==> src/rtl/assert_macros.svh <==
// assertion macros shared by the room service dispatcher modules
// no dependencies; included by the modules that carry assertions
`ifndef ASSERT_MACROS_SVH
`define ASSERT_MACROS_SVH

`ifndef NO_ASSERTIONS

// property must hold at every clock edge outside reset
`define ASSERT_CLK(lbl, clk_s, rst_s, prop) \
  lbl: assert property (@(posedge clk_s) disable iff (rst_s) (prop)) \
    else $error("assertion failed");

// expression must never be true outside reset
`define ASSERT_NEVER(lbl, clk_s, rst_s, expr) \
  lbl: assert property (@(posedge clk_s) disable iff (rst_s) !(expr)) \
    else $error("forbidden condition seen");

`else

`define ASSERT_CLK(lbl, clk_s, rst_s, prop)
`define ASSERT_NEVER(lbl, clk_s, rst_s, expr)

`endif

`endif

==> src/rtl/rsd_pkg.sv <==
// shared types and constants of the room service slot dispatcher
// no dependencies; imported by every rsd module
package rsd_pkg;

  localparam int SLOTS            = 6;
  localparam int TIME_BITS        = 16;
  localparam int SLOT_W           = (SLOTS > 1) ? $clog2(SLOTS) : 1;
  localparam int CNT_W            = $clog2(SLOTS + 1);
  localparam int MAXS_W           = 3;
  localparam int RANK_W           = (CNT_W > MAXS_W) ? CNT_W : MAXS_W;
  localparam int QUEUE_DEPTH      = 2;
  localparam int QPTR_W           = (QUEUE_DEPTH > 1) ? $clog2(QUEUE_DEPTH) : 1;
  localparam int QCNT_W           = $clog2(QUEUE_DEPTH + 1);

  // fixed field widths of the stream words
  localparam int FUNC_W           = 2;
  localparam int SLOT_IN_W        = 3;
  localparam int FAN_W            = 2;
  localparam int TIME_IN_W        = 16;
  localparam int MASK_W           = 6;
  localparam int IN_DATA_W        = 24;
  localparam int OUT_DATA_W       = 8;

  localparam logic [MAXS_W-1:0] MAX_SERVED_RESET = 3'd3;

  localparam logic [FUNC_W-1:0] FUNC_UPDATE   = 2'd0;
  localparam logic [FUNC_W-1:0] FUNC_PRIORITY = 2'd1;
  localparam logic [FUNC_W-1:0] FUNC_ROTATE   = 2'd2;

  typedef enum logic [1:0] {
    CMD_UPDATE,
    CMD_PRIORITY,
    CMD_ROTATE,
    CMD_NOP
  } cmd_kind_t;

  typedef struct packed {
    cmd_kind_t              kind;
    logic [SLOT_W-1:0]      slot;
    logic                   connected;
    logic                   powered;
    logic [FAN_W-1:0]       fan_speed;
    logic [TIME_BITS-1:0]   served_time;
  } cmd_t;

endpackage

==> src/rtl/room_service_slot_dispatcher.sv <==
// top level of the room service slot dispatcher
// depends on rsd_pkg, rsd_front, rsd_queue and rsd_back
// usage:
//   s_axis carries one command word: tuser is func (update, priority dispatch,
//   rotating dispatch), tdata packs slot, connected, powered, fan_speed and
//   served_time. m_axis returns one word per command: the in-service mask of
//   all slots after that command, bit i for slot i.
//   max_served is written through max_served_we / max_served_wdata while idle.
// flow and throughput:
//   an accepted word lands in a two-entry queue; the back end takes it when
//   idle with a free result register and registers the result: for update,
//   rotate and no-op words as it takes the word, for priority dispatch after
//   first registering the pairwise ranking, then the rank count.
//   update and rotate run at one word per cycle while m_axis_tready stays high;
//   priority dispatch takes no new word until its rank result is loaded.
// reset: clears the queue and all connected and in-service flags, max_served to 3
// stalls:
//   while m_axis_tready is low the result word is held; the queue keeps
//   taking words until its two entries are full, then s_axis_tready drops.
module room_service_slot_dispatcher
  import rsd_pkg::*;
(
  input  logic                   clk,
  input  logic                   rst,
  input  logic                   max_served_we,
  input  logic [MAXS_W-1:0]      max_served_wdata,
  input  logic                   s_axis_tvalid,
  output logic                   s_axis_tready,
  input  logic [IN_DATA_W-1:0]   s_axis_tdata,   // slot, connected, powered, fan_speed, served_time
  input  logic [FUNC_W-1:0]      s_axis_tuser,   // func
  output logic                   m_axis_tvalid,
  input  logic                   m_axis_tready,
  output logic [OUT_DATA_W-1:0]  m_axis_tdata    // in_service_mask
);

  logic [MAXS_W-1:0] max_served;   // configuration register
  logic              q_full;
  logic              q_push;
  logic              q_pop;
  logic              q_valid;
  cmd_t              front_cmd;
  cmd_t              q_cmd;
  logic [MASK_W-1:0] mask;

  always_ff @(posedge clk) begin
    if (rst) begin
      max_served <= MAX_SERVED_RESET;
    end else if (max_served_we) begin
      max_served <= max_served_wdata;
    end
  end

  // decode stage: func and slot range check
  rsd_front u_front (
    .rst           (rst),
    .s_axis_tvalid (s_axis_tvalid),
    .s_axis_tready (s_axis_tready),
    .s_axis_tdata  (s_axis_tdata),
    .s_axis_tuser  (s_axis_tuser),
    .q_full        (q_full),
    .push          (q_push),
    .cmd           (front_cmd)
  );

  // decouples decode from execution
  rsd_queue u_queue (
    .clk      (clk),
    .rst      (rst),
    .push     (q_push),
    .wr_cmd   (front_cmd),
    .full     (q_full),
    .pop      (q_pop),
    .rd_valid (q_valid),
    .rd_cmd   (q_cmd)
  );

  // slot table and dispatch logic with the result register
  rsd_back u_back (
    .clk           (clk),
    .rst           (rst),
    .max_served    (max_served),
    .q_valid       (q_valid),
    .q_cmd         (q_cmd),
    .pop           (q_pop),
    .m_axis_tvalid (m_axis_tvalid),
    .m_axis_tready (m_axis_tready),
    .out_mask      (mask)
  );

  // pad the mask to a whole byte
  assign m_axis_tdata = {{(OUT_DATA_W - MASK_W){1'b0}}, mask};

endmodule

==> src/rtl/rsd_front.sv <==
// front end: takes input words, decodes func and slot into a command
// depends on rsd_pkg; feeds rsd_queue
module rsd_front
  import rsd_pkg::*;
(
  input  logic                  rst,
  input  logic                  s_axis_tvalid,
  output logic                  s_axis_tready,
  input  logic [IN_DATA_W-1:0]  s_axis_tdata,  // slot, connected, powered, fan_speed, served_time
  input  logic [FUNC_W-1:0]     s_axis_tuser,  // func
  input  logic                  q_full,
  output logic                  push,
  output cmd_t                  cmd
);

  logic [SLOT_IN_W-1:0] in_slot;
  logic                 slot_ok;

  assign in_slot       = s_axis_tdata[2:0];
  assign slot_ok       = (32'(in_slot) < SLOTS);
  assign s_axis_tready = !q_full && !rst;
  assign push          = s_axis_tvalid && s_axis_tready;

  always_comb begin
    cmd.slot        = SLOT_W'(in_slot);
    cmd.connected   = s_axis_tdata[3];
    cmd.powered     = s_axis_tdata[4];
    cmd.fan_speed   = s_axis_tdata[6:5];
    cmd.served_time = TIME_BITS'(s_axis_tdata[22:7]);
    case (s_axis_tuser)
      FUNC_UPDATE:   cmd.kind = slot_ok ? CMD_UPDATE : CMD_NOP;
      FUNC_PRIORITY: cmd.kind = CMD_PRIORITY;
      FUNC_ROTATE:   cmd.kind = CMD_ROTATE;
      default:       cmd.kind = CMD_NOP;
    endcase
  end

endmodule

==> src/rtl/rsd_queue.sv <==
// short command queue between front and back end
// depends on rsd_pkg and assert_macros.svh
`include "assert_macros.svh"
module rsd_queue
  import rsd_pkg::*;
(
  input  logic  clk,
  input  logic  rst,
  input  logic  push,
  input  cmd_t  wr_cmd,
  output logic  full,
  input  logic  pop,
  output logic  rd_valid,
  output cmd_t  rd_cmd
);

  cmd_t              entries [QUEUE_DEPTH];
  logic [QPTR_W-1:0] wr_ptr;
  logic [QPTR_W-1:0] rd_ptr;
  logic [QCNT_W-1:0] count;

  assign full     = (count == QCNT_W'(QUEUE_DEPTH));
  assign rd_valid = (count != '0);
  assign rd_cmd   = entries[rd_ptr];

  always_ff @(posedge clk) begin
    if (rst) begin
      wr_ptr <= '0;
      rd_ptr <= '0;
      count  <= '0;
    end else begin
      if (push) begin
        entries[wr_ptr] <= wr_cmd;
        wr_ptr <= (wr_ptr == QPTR_W'(QUEUE_DEPTH - 1)) ? '0 : wr_ptr + 1'b1;
      end
      if (pop) begin
        rd_ptr <= (rd_ptr == QPTR_W'(QUEUE_DEPTH - 1)) ? '0 : rd_ptr + 1'b1;
      end
      case ({push, pop})
        2'b10:   count <= count + 1'b1;
        2'b01:   count <= count - 1'b1;
        default: count <= count;
      endcase
    end
  end

  `ASSERT_NEVER(a_pop_empty, clk, rst, pop && !rd_valid)
  `ASSERT_CLK(a_count_grows, clk, rst, (push && !pop) |=> (count == $past(count) + 1'b1))

endmodule

==> src/rtl/rsd_back.sv <==
// back end: slot table, dispatch ranking and rotation, result register
// depends on rsd_pkg and assert_macros.svh
`include "assert_macros.svh"
module rsd_back
  import rsd_pkg::*;
(
  input  logic                   clk,
  input  logic                   rst,
  input  logic [MAXS_W-1:0]      max_served,
  input  logic                   q_valid,
  input  cmd_t                   q_cmd,
  output logic                   pop,
  output logic                   m_axis_tvalid,
  input  logic                   m_axis_tready,
  output logic [MASK_W-1:0]      out_mask
);

  typedef enum logic {S_IDLE, S_RANK} state_t;

  state_t               state;
  logic [SLOTS-1:0]     conn;
  logic [SLOTS-1:0]     pw;
  logic [FAN_W-1:0]     fan  [SLOTS];
  logic [TIME_BITS-1:0] tm   [SLOTS];
  logic [SLOTS-1:0]     svc;
  logic [SLOTS-1:0]     beat [SLOTS];   // beat[i][j]: connected slot j outranks slot i

  logic [SLOTS-1:0]     beat_next [SLOTS];
  logic [SLOTS-1:0]     rot_next;
  logic [SLOTS-1:0]     pri_next;
  logic [SLOTS-1:0]     upd_svc;
  logic [RANK_W-1:0]    pw_cnt;
  logic                 can_out;
  logic                 apply_pri;
  logic                 out_load;

  function automatic logic beats(input logic pa, input logic pb,
                                 input logic [FAN_W-1:0] fa, input logic [FAN_W-1:0] fb,
                                 input logic [TIME_BITS-1:0] ta,
                                 input logic [TIME_BITS-1:0] tb, input logic a_low);
    logic r;
    if (pa != pb)      r = pa;
    else if (fa != fb) r = (fa > fb);
    else if (ta != tb) r = (ta < tb);
    else               r = a_low;
    return r;
  endfunction

  function automatic logic [MASK_W-1:0] to_mask(input logic [SLOTS-1:0] v);
    logic [MASK_W-1:0] m;
    m = '0;
    for (int k = 0; k < MASK_W; k++) begin
      if (k < SLOTS) m[k] = v[k];
    end
    return m;
  endfunction

  assign can_out   = !m_axis_tvalid || m_axis_tready;
  assign pop       = (state == S_IDLE) && q_valid && can_out;
  assign apply_pri = (state == S_RANK) && can_out;
  // a result word is loaded this cycle
  assign out_load  = (pop && (q_cmd.kind != CMD_PRIORITY)) || apply_pri;

  // pairwise ranking, registered before the count
  always_comb begin
    for (int i = 0; i < SLOTS; i++) begin
      for (int j = 0; j < SLOTS; j++) begin
        beat_next[i][j] = (j != i) && conn[j] &&
                          beats(pw[j], pw[i], fan[j], fan[i], tm[j], tm[i], j < i);
      end
    end
  end

  // rank count against max_served
  always_comb begin
    logic [RANK_W-1:0] rank;
    for (int i = 0; i < SLOTS; i++) begin
      rank = '0;
      for (int j = 0; j < SLOTS; j++) begin
        rank = rank + RANK_W'(beat[i][j]);
      end
      pri_next[i] = conn[i] ? (rank < RANK_W'(max_served)) : svc[i];
    end
  end

  // ascending rotation over connected slots, or all powered set if <= max_served
  always_comb begin
    logic nxt;
    pw_cnt = '0;
    for (int i = 0; i < SLOTS; i++) begin
      pw_cnt = pw_cnt + RANK_W'(pw[i] & conn[i]);
    end
    for (int i = 0; i < SLOTS; i++) begin
      nxt = svc[i];
      for (int d = SLOTS - 1; d >= 1; d--) begin
        if (conn[(i + d) % SLOTS]) nxt = svc[(i + d) % SLOTS];
      end
      rot_next[i] = conn[i] ? nxt : svc[i];
    end
    if (pw_cnt <= RANK_W'(max_served)) begin
      rot_next = svc | (conn & pw);
    end
  end

  assign upd_svc = svc;

  always_ff @(posedge clk) begin
    if (rst) begin
      state         <= S_IDLE;
      conn          <= '0;
      svc           <= '0;
      m_axis_tvalid <= 1'b0;
    end else begin
      if (m_axis_tready && !out_load) m_axis_tvalid <= 1'b0;
      case (state)
        S_IDLE: begin
          if (pop) begin
            case (q_cmd.kind)
              CMD_UPDATE: begin
                conn[q_cmd.slot] <= q_cmd.connected;
                pw[q_cmd.slot]   <= q_cmd.powered;
                fan[q_cmd.slot]  <= q_cmd.fan_speed;
                tm[q_cmd.slot]   <= q_cmd.served_time;
                m_axis_tvalid    <= 1'b1;
                out_mask         <= to_mask(upd_svc);
              end
              CMD_PRIORITY: begin
                beat  <= beat_next;
                state <= S_RANK;
              end
              CMD_ROTATE: begin
                svc           <= rot_next;
                m_axis_tvalid <= 1'b1;
                out_mask      <= to_mask(rot_next);
              end
              default: begin
                m_axis_tvalid <= 1'b1;
                out_mask      <= to_mask(svc);
              end
            endcase
          end
        end
        S_RANK: begin
          if (apply_pri) begin
            svc           <= pri_next;
            m_axis_tvalid <= 1'b1;
            out_mask      <= to_mask(pri_next);
            state         <= S_IDLE;
          end
        end
        default: state <= S_IDLE;
      endcase
    end
  end

  `ASSERT_CLK(a_served_limit, clk, rst, apply_pri |=> ($countones(svc & conn) <= max_served))

endmodule

==> config.mk <==
export PLATFORM = sky130hd
export DESIGN_NAME = room_service_slot_dispatcher
export DESIGN_NICKNAME = d
export VERILOG_FILES = /design/src/rtl/rsd_pkg.sv /design/src/rtl/room_service_slot_dispatcher.sv /design/src/rtl/rsd_front.sv /design/src/rtl/rsd_queue.sv /design/src/rtl/rsd_back.sv
export VERILOG_INCLUDE_DIRS = /design/src /design/src/rtl
export SDC_FILE = /design/constraint.sdc
export NUM_CORES = 1
export LEC_CHECK = 0
export BUFFER_PORTS_ARGS = -buffer_cell sky130_fd_sc_hd__buf_2
export CORE_MARGIN = 2
export CORE_UTILIZATION = 65
export DETAILED_ROUTE_END_ITERATION = 7
export GPL_TIMING_DRIVEN = 0
export PLACE_DENSITY = 0.92
export SLEW_MARGIN = 20
export SYNTH_ARGS = -nofsm -noshare
export SYNTH_HDL_FRONTEND = slang
export SYNTH_SLANG_ARGS = --single-unit
==> constraint.sdc <==
create_clock -name clk -period 13.9 [get_ports clk]
set_input_delay 2.085 -clock clk [delete_from_list [all_inputs] [get_ports clk]]
set_output_delay 2.085 -clock clk [all_outputs]
set_load 0.03 [all_outputs]
== After elaboration in Yosys (flattened, before gate mapping) ==
Memories as Yosys holds them, arrays and structs flattened. A register that Yosys moved wholly into a read port is not among the register bits.
Cells that the tools add are included.
Storage, ports and cells
  logic and storage cells: 455
  output and inout port bits: 10
  memories: 3
  input bits: 34
  bits in writable memories: 158
  register bits: 63
Memory list
  u_back.tm: words 6, width 16, read ports 6, clocked after Yosys merged registers in 0, write ports 1, RTL line rsd_back.sv:24  | logic [TIME_BITS-1:0] tm [SLOTS];
  u_queue.entries: words 2, width 25, read ports 1, clocked after Yosys merged registers in 1, write ports 1, RTL line rsd_queue.sv:17  | cmd_t entries [QUEUE_DEPTH];
  u_back.fan: words 6, width 2, read ports 6, clocked after Yosys merged registers in 0, write ports 1, RTL line rsd_back.sv:23  | logic [FAN_W-1:0] fan [SLOTS];
Cells by class
  add/subtract/negate cells: 33
  bitwise logic cells: 10
  multiplexer cells: 168
  reduce and logical (&&, ||, !) cells: 53
  equality and inequality tests: 102
  $lt $le $gt $ge: 70
Operators by type and width (number)
  16-bit < comparator: 30
  16-bit inequality test: 30
  1-bit 2-to-1 mux: 152
  2-bit > comparator: 30
  2-bit inequality test: 30
  3-bit by 1-bit adder with 3-bit output: 18
  1-bit logical AND: 38
  6-bit case mux with 2 select lines: 3
  6-bit 2-to-1 mux: 5
  1-bit inequality test: 30
  3-bit < comparator: 6
  3-bit adder: 5
  1-bit by 1-bit adder with 2-bit output: 6
  6-bit bitwise mux: 2
  4-bit AND reduction: 3
  2-bit == test (second input constant): 4
  1-bit AND: 6
  6-bit AND: 1
  2-bit by 1-bit == test with 1-bit output (second input constant): 3
  2-bit inequality test (second input constant): 3
  6-bit OR: 1
  2-bit case mux with 3 select lines: 1
  3-bit AND reduction: 2
  1-bit zero test: 4
  16 further kinds: 23

== Longest topological paths before layout ==
  depth in word-level cells: 11
  gate-level depth with buffers: 18
  depth with buffers taken out: 15

== Modules after synthesis ==
A second synthesis with hierarchy kept.
Unflattened totals
  cell total of the unflattened synthesis: 1414
  area total of the unflattened synthesis: 15542.4 µm²
By module, submodules not included
  rsd_back: sequential area each 4784.6 µm², area each 13207.7 µm², instances 1, cells an instance 1274
  rsd_queue: sequential area each 1601.5 µm², area each 2008.2 µm², instances 1, cells an instance 100
  rsd_front: sequential area each 0.0 µm², area each 203.9 µm², instances 1, cells an instance 28
  room_service_slot_dispatcher: sequential area each 60.1 µm², area each 122.6 µm², instances 1, cells an instance 12

== Worst setup path after synthesis ==
No wires, ideal clock.
  path kind: input to register
  start: input port m_axis_tready
  end: register u_back.beat[0] (netlist bit) (enable)
  required time: 13.436 ns
  stages: 3
  data arrival time: 4.833 ns
  slack: 8.603 ns
  cells stage by stage: nor2b_1 nor3_1 nor3b_1
Between the ends
  cells in the longest elaborated chain, start to end: 3
RTL lines
  start: declaration: RTL line room_service_slot_dispatcher.sv:32  | input logic m_axis_tready,
  1-bit logical OR: RTL line rsd_back.sv:58  | assign can_out = !m_axis_tvalid || m_axis_tready;
  1-bit logical AND: RTL line rsd_back.sv:59  | assign pop = (state == S_IDLE) && q_valid && can_out;
  via q_pop: RTL line room_service_slot_dispatcher.sv:39  | logic q_pop;
  4-bit AND reduction (no source line)
  end signal: assignment: RTL line rsd_back.sv:128  | beat <= beat_next;
  end: declaration: RTL line rsd_back.sv:26  | logic [SLOTS-1:0] beat [SLOTS];
The timed path passes the listed nets, and every way through them passes these cells.
A chain may end at the register's enable or synchronous reset.

== Worst setup path after layout ==
  start: register u_back.conn[2]
  end: register u_back.out_mask[4], data pin
Between the ends
  cells in the longest elaborated chain, start to end: 10
  elaborated cells on any way between the ends: 15
RTL lines
  start: declaration: RTL line rsd_back.sv:21  | logic [SLOTS-1:0] conn;
  start signal: indexed assignment: RTL line rsd_back.sv:120  | conn[q_cmd.slot] <= q_cmd.connected;
  1-bit AND: RTL line rsd_back.sv:91  | pw_cnt = pw_cnt + RANK_W'(pw[i] & conn[i]);
  3-bit adder (4 in a row): RTL line rsd_back.sv:91
  3-bit <= comparator: RTL line rsd_back.sv:100  | if (pw_cnt <= RANK_W'(max_served)) begin
  6-bit 2-to-1 mux *: RTL line rsd_back.sv:100
  6-bit case mux with 2 select lines *: RTL line rsd_back.sv:118  | case (q_cmd.kind)
  6-bit 2-to-1 mux *: RTL line rsd_back.sv:117  | if (pop) begin
  6-bit case mux with 2 select lines *: RTL line rsd_back.sv:115  | case (state)
  end signal: assignment: RTL line rsd_back.sv:125  | out_mask <= to_mask(upd_svc);
  end signal: assignment: RTL line rsd_back.sv:134  | out_mask <= to_mask(rot_next);
  end signal: assignment: RTL line rsd_back.sv:138  | out_mask <= to_mask(svc);
  end: declaration: RTL line rsd_back.sv:15  | output logic [MASK_W-1:0] out_mask
Mark *: on every way between the ends. The rest lies on a longest branch, timed or not. The select of a mux whose other input is x is not followed.

==> results_dict.tcl <==
set metrics [dict create \
    startpoint "u_back.conn[2]$_SDFFE_PP0P_" \
    final_nets 1833 \
    first_pass_iters 6 \
    fp.dieW_um 158 \
    routedWlPerCell_um 23.0 \
    final_cell_area_um2 16900 \
    finalHoldViolations 0 \
    endpoint_kind "flip-flop" \
    cp_slowest_stage_delay_ns 0.54 \
    gr-total-overflow 0 \
    synth_edf_count 200 \
    drtAntennaViolNets 0 \
    tightest_slew_ns 1.08 \
    peakVddDrop_mv 0.106 \
    ios 44 \
    avgSynthCellArea_um2 10.9 \
    routed_wl_mm 41.9 \
    syn_area_um2 15400 \
    drc_errors 0 \
    worst-path-buf-inv 6 \
    slew_violations 0 \
    antenna_found_initial 0 \
    coreArea_um2 23400 \
    root_buffer "clkbuf_16" \
    cts_htree_levels 1 \
    die-area_um2 25000 \
    cp_data_required_time_ns 14.16 \
    skew_ns 0.00845 \
    n_antenna_cell 0 \
    port_buffers 39 \
    finalCriticalPeriod_ns 5.14 \
    area_delta_synth_final_pct 9.35 \
    cts_hold_buf 0 \
    gp_congestion 1.02 \
    grt_pass1_wl_mm 65.2 \
    crit_chain "clkbuf_1, clkbuf_1, nand2_1, fa_1, inv_1, fa_1, ha_1, inv_1, fa_1, inv_1, ha_1, nor2b_1, o21a_1, o21ai_0, clkbuf_1, a21oi_1, o311a_1" \
    grt_pass1_vias 11800 \
    synth_largest_area_cell "edfxtp_1" \
    vias 11900 \
    drive_above_1_share 0.0786 \
    tns_ns 0 \
    tritoncts "built" \
    worstHoldPathType "reg -> reg" \
    arrival_ns 5.40 \
    synth_warnings 0 \
    die_h_um 158 \
    holdWs_ns 0.524 \
    fmax_ghz 0.195 \
    grt_max_degree 26 \
    slew-limit-headroom 0.260 \
    drtIter0Drc 1179 \
    slowest_stage "fa_1" \
    path_delay_family "adder cells" \
    leakagePower_nw 7.21 \
    status "complete, no violations" \
    cts_buffers 23 \
    setup_viol 0 \
    clockBufferDepth 3 \
    synth_seq_cells 222 \
    path_max_fanout 10 \
    ys_top_cells_by_area "edfxtp_1, ha_1, inv_1, a21oi_1, dfxtp_1" \
    synthCells 1416 \
    p_per_area_nw_per_um2 102 \
    gr-usage-all-layers 0.345 \
    rr_startpoint "u_back.conn[2]$_SDFFE_PP0P_" \
    via_per_inst 6.54 \
    clkSlewWorstSetupHoldPaths_ns 0.06 \
    start_util 0.659 \
    clk_latency_ns 0.52 \
    yosysSeqAreaShare 0.418 \
    cp-start-kind "flip-flop" \
    post_cts_buffers 0 \
    hp-start "u_queue.rd_ptr$_SDFFE_PP0P_" \
    drv_cap 0 \
    cts_resized 0 \
    synth_top_area_frac 0.390 \
    dp_hpwl_mm 32.3 \
    synthFlopType "edfxtp_1" \
    placed_area_um2 16100 \
    rsz0062_at_grt "no" \
    synth_cell_types 68 \
    row_count 56 \
    clkSinkCount 222 \
    fin_crit_sh 0.369 \
    async_reset_ff_frac 0 \
    path_class "reg -> reg" \
]
[placed cells by master, fill, tap and decap left out, types with 20 or more instances in the layout]
cell type,count
nand2_1,69
a211oi_1,34
mux2_2,20
o21a_1,21
edfxtp_1,200
o21ai_0,65
nand2b_1,25
ha_1,299
inv_1,156
clkbuf_16,23
nor2_1,67
nand3_1,25
nand4_1,32
nor3_1,30
dfxtp_1,22
nor2b_1,31
a21oi_1,102
buf_2,41
a21o_1,29
clkbuf_1,21
[cell usage after synthesis (all sizes together), types with 12 or more instances]
master     n
nand2     69
o211ai    15
a21o      30
a21oi    102
nand2b    25
a2111oi   15
nor3      31
ha       299
clkbuf    17
nor2      74
inv      156
a211oi    34
o21a      21
nor2b     31
o21ai     65
dfxtp     22
fa        15
nand3     25
and2      12
edfxtp   200
nand4     32
mux2      20
[path summary, 6_finish.rpt]
check                                                    end  slack (ns)  cells past startpoint
worst max-delay path            u_back.out_mask[4]$_DFFE_PP_        8.76                     17
worst min-delay path             u_queue.rd_ptr$_SDFFE_PP0P_        0.52                      2
worst max register to register  u_back.out_mask[4]$_DFFE_PP_        8.76                     17
worst min register to register   u_queue.rd_ptr$_SDFFE_PP0P_        0.52                      2
[where the power goes]
group / total (W) / switching, W / leakage, nW / internal [W]
sequential: 0.000820 / 0.0000299 / 2.00 / 0.000790
combinational: 0.000283 / 0.000178 / 4.84 / 0.000105
clock: 0.000613 / 0.000253 / 0.373 / 0.000360
total: 0.00172 / 0.000461 / 7.21 / 0.00125
[through the flow]
stage               cells  utilization  worst slack [ns]  total power (W)
floorplan            1417            -              8.60          0.00102
global placement     1775        0.684              7.46          0.00109
detailed placement   1779        0.688              8.78          0.00111
CTS                  1821        0.720              8.77          0.00171
global route         1821        0.720              8.41          0.00177
finish               1821        0.720              8.76          0.00172
[routing by layer]
layer  track usage  part of all wire  routed length, um
met1         0.460              0.40              16900
met2         0.560              0.46              19300
met3        0.0493             0.088               3700
met4         0.158             0.049               2040
met5             0                 0                  0
[registers in the layout (all words and copies together), names as in the netlist, named ones only]
name,flops
u_back.beat,30
u_back.conn,6
u_queue.count,2
u_back.tm,96
max_served,3
u_queue.rd_ptr,1
u_queue.wr_ptr,1
u_back.out_mask,6
u_back.m_axis_tvalid,1
u_queue.entries,50
u_back.pw,6
u_back.fan,12
u_back.svc,6
u_back.state,1
[tightest hold or removal path, stage by stage (launching register included)]
cell	delay, ns
dfxtp_1	0.32
xnor2_1	0.09
nor2_1	0.08
[cell families (layout without fill, tap and decap cells)]
group	count (synthesis)	after routing	synth area share
AO/OA/AOI/OAI	335	335	0.143
AND/OR/NAND/NOR	332	332	0.110
adder cells (fa/ha/maj)	316	316	0.264
flip-flops	222	222	0.418
buffers and inverters	180	265	0.0445
multiplexers	26	26	0.0185
XOR/XNOR	4	4	0.00227
other	1	2	0.000243
[area by class of cell]
type,instances,area (um2)
multi-input cells,1015,8340
plain buffers,21,88.8
fillers,1673,6550
inverters,159,597
clock inverters,15,151
well taps,319,399
repair buffers,43,238
flip-flops and latches,222,6450
clock buffers,27,591
No activity file was read; power rests on OpenSTA's default activity.
